[src/rtl/core/cee_isqrt.sv]
// Pipelined floor square root, one result bit resolved per register stage.
// No package dependency.
module cee_isqrt #(
    parameter int IN_W  = 64,
    parameter int OUT_W = 32
) (
    input  logic             clk,
    input  logic             en,
    input  logic [IN_W-1:0]  radicand,
    output logic [OUT_W-1:0] root
);
    localparam int TW = ((IN_W > 2 * OUT_W) ? IN_W : 2 * OUT_W) + 1;

    logic [TW-1:0]    rem_tap  [0:OUT_W];
    logic [OUT_W-1:0] root_tap [0:OUT_W];

    assign rem_tap[0]  = {{(TW-IN_W){1'b0}}, radicand};
    assign root_tap[0] = '0;

    for (genvar s = 0; s < OUT_W; s++)
    begin : g_stage
        localparam int B = OUT_W - 1 - s;
        logic [TW-1:0]    trial;
        logic             take;
        logic [TW-1:0]    rem_next;
        logic [OUT_W-1:0] root_next;
        logic [TW-1:0]    rem_reg;
        logic [OUT_W-1:0] root_reg;

        // Setting bit B grows root^2 by 2^(B+1)*root + 2^(2B).
        always_comb
        begin
            trial     = ({{(TW-OUT_W){1'b0}}, root_tap[s]} << (B + 1))
                      | (TW'(1) << (2 * B));
            take      = rem_tap[s] >= trial;
            rem_next  = take ? rem_tap[s] - trial : rem_tap[s];
            root_next = take ? (root_tap[s] | (OUT_W'(1) << B)) : root_tap[s];
        end

        always_ff @(posedge clk)
        begin
            if (en)
            begin
                rem_reg  <= rem_next;
                root_reg <= root_next;
            end
        end

        assign rem_tap[s+1]  = rem_reg;
        assign root_tap[s+1] = root_reg;
    end

    assign root = root_tap[OUT_W];
endmodule

[config.mk]
export PLATFORM = sky130hd
export DESIGN_NAME = cee_isqrt
export DESIGN_NICKNAME = d
export VERILOG_FILES = /design/src/rtl/core/cee_isqrt.sv
export SDC_FILE = /design/constraint.sdc
export NUM_CORES = 2
export LEC_CHECK = 0
export BUFFER_PORTS_ARGS = -buffer_cell sky130_fd_sc_hd__buf_4
export CAP_MARGIN = 20
export CORE_MARGIN = 1
export CORE_UTILIZATION = 40
export CTS_CLUSTER_DIAMETER = 60
export DETAILED_ROUTE_END_ITERATION = 12
export GPL_TIMING_DRIVEN = 0
export RECOVER_POWER = 50
export SYNTH_ARGS = -nofsm -noshare
export SYNTH_HDL_FRONTEND = slang
export SYNTH_SLANG_ARGS = --single-unit
[constraint.sdc]
create_clock -name clk -period 7.05 [get_ports clk]
set_clock_uncertainty 0.2 [all_clocks]
set_input_delay 1.0575 -clock clk [delete_from_list [all_inputs] [get_ports clk]]
set_output_delay 1.0575 -clock clk [all_outputs]
set_load 0.02 [all_outputs]
[Yosys cells after proc, flatten, opt, wreduce, memory -nomap -nowiden]
Index checks and enable logic that the tools add are counted.
Word-level totals
  bits in registers: 3039
  input bits: 66
  output and inout port bits: 32
  logic and storage cells: 190
Cells by class
  add/sub/neg operators: 31
  order comparisons: 32
  mux-type cells: 32
Operator list (count)
  65-bit 2-to-1 mux: 30
  65-bit by 33-bit greater-or-equal comparator with 1-bit output: 1
  65-bit by 34-bit greater-or-equal comparator with 1-bit output: 1
  65-bit by 35-bit greater-or-equal comparator with 1-bit output: 1
  65-bit by 36-bit greater-or-equal comparator with 1-bit output: 1
  65-bit by 37-bit greater-or-equal comparator with 1-bit output: 1
  65-bit by 38-bit greater-or-equal comparator with 1-bit output: 1
  65-bit by 39-bit greater-or-equal comparator with 1-bit output: 1
  65-bit by 40-bit greater-or-equal comparator with 1-bit output: 1
  65-bit by 41-bit greater-or-equal comparator with 1-bit output: 1
  65-bit by 42-bit greater-or-equal comparator with 1-bit output: 1
  65-bit by 43-bit greater-or-equal comparator with 1-bit output: 1
  65-bit by 44-bit greater-or-equal comparator with 1-bit output: 1
  65-bit by 45-bit greater-or-equal comparator with 1-bit output: 1
  65-bit by 46-bit greater-or-equal comparator with 1-bit output: 1
  65-bit by 47-bit greater-or-equal comparator with 1-bit output: 1
  65-bit by 48-bit greater-or-equal comparator with 1-bit output: 1
  65-bit by 49-bit greater-or-equal comparator with 1-bit output: 1
  65-bit by 50-bit greater-or-equal comparator with 1-bit output: 1
  65-bit by 51-bit greater-or-equal comparator with 1-bit output: 1
  65-bit by 52-bit greater-or-equal comparator with 1-bit output: 1
  65-bit by 53-bit greater-or-equal comparator with 1-bit output: 1
  65-bit by 54-bit greater-or-equal comparator with 1-bit output: 1
  65-bit by 55-bit greater-or-equal comparator with 1-bit output: 1
  42 further kinds: 42

[Depth between registers and ports, before layout]
  word-level depth: 2
  depth in mapped cells: 14
  mapped depth without buffers: 12

[Worst setup path after synthesis]
OpenSTA, ideal clock, no wires.
  path kind: reg2reg
  start: reg g_stage[28].rem_reg[34]
  end: reg g_stage[29].rem_reg[50], data pin
  setup time: 0.258 ns
  arrival: 3.154 ns
  required time: 6.592 ns
  path slack: 3.438 ns
  cell stages (with the launch flop): 12
  buffers on the path: 1
  cell sequence: edfxtp_1 > ha_1 > clkbuf_1 > nand2b_1 > or3b_2 > or2_1 > nor4_1 > a211oi_1 > or3_1 > a211oi_2 > nand4b_1 > xnor2_1
On the way
  longest elaborated chain between the ends: 2
  elaborated cells on any way between the ends: 3
RTL lines
  start, declared: RTL line 27  | logic [TW-1:0] rem_reg;
  start signal, assigned: RTL line 44  | rem_reg <= rem_next;
  65-bit by 35-bit subtractor with 65-bit output / 65-bit by 35-bit greater-or-equal comparator with 1-bit output (equally long branches): RTL line 36, 35
  65-bit 2-to-1 mux (*): RTL line 36  | rem_next = take ? rem_tap[s] - trial : rem_tap[s];
  named net g_stage[29].rem_next[50]: RTL line 25  | logic [TW-1:0] rem_next;
  end signal, assigned: RTL line 44
  end, declared: RTL line 27
Mark *: on every way through the listed nets, which the timed path passes. The rest lies on a longest branch.
A chain may end at the register's enable or synchronous reset.

[Final worst setup path]
  start: reg g_stage[28].rem_reg[34]
  end: reg g_stage[29].rem_reg[64], data pin
The elaborated chain is that of the path after synthesis.

==> results.py <==
metrics = {
    "outcome": {
        "outcome": "complete, but fails checks",
        "violations": "max-capacitance violations, max-slew violations",
    },
    "run": {
        "cap_violations": 4,
    },
    "sta": {
        "post-route-period-util_pct": 80.1,
        "slew_headroom_pct": -278,
        "finalHoldViolations": 0,
        "worst_slew_pin_slew_ns": 5.66,
        "layout_min_cycle_time_ns": 5.64,
        "fin_ws_ns": 1.41,
        "rsz0062_at_grt": "no",
        "fmax_mhz": 177,
        "fin_setup_tns_ns": 0,
        "finalSetupViolCount": 0,
        "whs_ns": 0.148,
        "slew_violations": 682,
    },
    "global_route": {
        "grt_pass1_vias": 77300,
        "antenna_found_initial": 21,
        "grtUsageTotal_pct": 20.4,
        "grt_pass1_wl_mm": 483,
        "grt_max_degree": 206,
        "grt_overflow": 0,
    },
    "floorplan": {
        "die_area_um2": 308000,
        "start_util_pct": 40.3,
        "rows": 202,
        "core-area_um2": 304000,
        "die_y_um": 555,
        "num_io_pins": 98,
        "die_w_um": 555,
    },
    "setup_path": {
        "path_class": "flip-flop to flip-flop",
        "arrival_ns": 6.06,
        "required_ns": 7.47,
        "cp-start-kind": "flip-flop",
        "crit_fanout": 9,
        "cp-end-kind": "flip-flop",
    },
    "drt": {
        "vias": 79200,
        "route.detailed.drc": 0,
        "wl_per_cell_um": 22.2,
        "wl_mm": 322,
        "dr.pass1.iters": 6,
        "drtIter0Drc": 7318,
        "viasPerCell": 5.47,
        "detail-route-antenna-nets": 0,
    },
    "layout": {
        "nNetsFinal": 10800,
        "fin_area_um2": 138000,
        "syn_to_final_growth_pct": 13.1,
        "largest_reg_flops": 2015,
        "final_util_pct": 45.6,
        "drive_above_1_share_pct": 7.30,
    },
    "logic_synthesis": {
        "netlist_area_um2": 122000,
        "synth_seq_cells": 2543,
        "yosys.area.top_type": "edfxtp_1",
        "yosys_most_used_dff": "edfxtp_1",
        "yosys-top-cells-count": "edfxtp_1 (2,543), inv_1 (686), nor2_1 (673)",
        "yosysSeqAreaShare_pct": 62.4,
        "synth-edff-count": 2543,
        "synth.most_common_cell": "edfxtp_1",
        "async_flop_share_pct": 0,
        "syn_inst": 9745,
        "synth_top_area_share_pct": 62.4,
        "yosysWarnings": 0,
        "yosysUniqueCellTypes": 98,
        "ys_top_cells_by_area": "edfxtp_1 (62%), ha_1 (5.7%), xnor2_1 (3.4%), xor2_1 (3.1%), a21oi_1 (2.7%)",
        "syn-num-nets": 10400,
        "avgSynthCellArea_um2": 12.6,
    },
    "pwr": {
        "p_leak_nw": 51.1,
        "p_switching_mw": 13.7,
        "p_per_area_nw_per_um2": 331,
        "combPwrFrac_pct": 20.8,
        "pwr-share-seq_pct": 45.2,
        "pwr-share-clk_pct": 33.9,
        "swShare_pct": 29.9,
        "ir_drop_mv": 0.206,
        "power.internal_mw": 32.1,
    },
    "placed_design": {
        "dp_hpwl_mm": 244,
        "gp_congestion": 0.917,
        "dpl_cell_area_um2": 129000,
        "port_buffers": 97,
        "post-place-ws_ns": 1.65,
    },
    "min_path": {
        "hold_path.class": "primary input to flip-flop",
    },
    "cts": {
        "post-cts-setup-buffer-count": 0,
        "cts_buffer_depth": 4,
        "ctsHtreeMaxLevel": 5,
        "path_clk_slew_ns": 0.06,
        "cts.sinks": 2543,
        "clk_latency_ns": 0.92,
        "clockRootBuffer": "clkbuf_16",
        "cts_tree": "done",
        "hold_buffers": 0,
        "ctsResizeCount": 0,
        "cts_buffers": 296,
    },
}
==> worst max-delay path, stage by stage, from the launching register on <==
cell and delay [ns]:
edfxtp_1 0.44, ha_1 0.30, clkbuf_1 0.39, nand2b_1 0.36, nor4_1 0.78, nand4_1 0.50, o21ai_0 0.60, a211oi_1 0.29
or3_1 0.45, a211oi_2 0.67, nand4_1 0.20, xnor2_1 0.19
==> power groups by stage <==
stage | clock network (mW) | registers (mW) | logic (mW)
final | 15.5 | 20.7 | 9.55
after global placement | 0 | 21.7 | 9.32
after CTS | 16.0 | 20.7 | 9.48
after floorplan | 0 | 20.2 | 6.75
after global routing | 16.5 | 20.9 | 10.5
after detailed placement | 0 | 21.0 | 9.40
==> cell type report <==
cell class              count  area, µm²
plain buffers             202        810
well taps                4080       5100
diodes                      5       12.5
clock buffers             354       7770
inverters                 688       2580
fillers                 27600     165000
flip-flops and latches   2543      76400
multi-input cells        6312      42700
clock inverters           182       2110
repair buffers            120       1000
==> metrics by stage <==
| step | instances | total power [mW] |
|---|---|---|
| final | 14500 | 45.8 |
| after global routing | 14500 | 48.0 |
| after CTS | 14500 | 46.2 |
| after detailed placement | 13900 | 30.4 |
| after global placement | 13900 | 31.0 |
| after floorplan | 9745 | 27.0 |
==> final timing paths <==
kind                                start                      end  slack (ns)  cells after the start
setup / recovery  g_stage[28].rem_reg[34]  g_stage[29].rem_reg[64]        1.41                     11
hold / removal                radicand[6]    g_stage[0].rem_reg[6]        0.15                      1
setup reg to reg  g_stage[28].rem_reg[34]  g_stage[29].rem_reg[64]        1.41                     11
hold reg to reg   g_stage[8].root_reg[23]  g_stage[9].root_reg[23]        0.23                      0
==> layer usage <==
metal | vias to the layer above | track usage, % | share of wire (%)
met5 | - | 0 | 0
met4 | 0 | 3.88 | 1.7
met3 | 387 | 2.82 | 5.3
met2 | 2054 | 32.4 | 46
met1 | 39200 | 29.9 | 47
li1 | 37500 | - | -
==> kinds of logic (layout without fill, tap and decap cells) <==
group	count (synthesis)	after routing	synth area share, %
AO/OA/AOI/OAI	1807	1807	9.14
XOR/XNOR	917	917	6.56
adder cells (fa/ha/maj)	558	558	5.70
buffers and inverters	890	1546	2.77
flip-flops	2543	2543	62.4
multiplexers	128	128	1.17
other	0	5	0
AND/OR/NAND/NOR	2902	2902	12.3
==> placed cells by master, fill, tap and decap left out, types with 86 or more instances in the layout <==
cell type  count
clkbuf_16    303
nand2b_1     111
mux2_2       117
inv_1        686
nor3_1       270
nand4_1      160
nand2_1      584
edfxtp_1    2543
o21ai_0      384
clkbuf_1     243
nor2_1       673
o21a_1        89
or3_1        101
a21o_1       197
xor2_1       439
a21oi_1      668
xnor2_1      478
nor4_1       348
ha_1         558
nand3_1      176
or4_1         86
No activity file was read; power rests on OpenSTA's default activity.
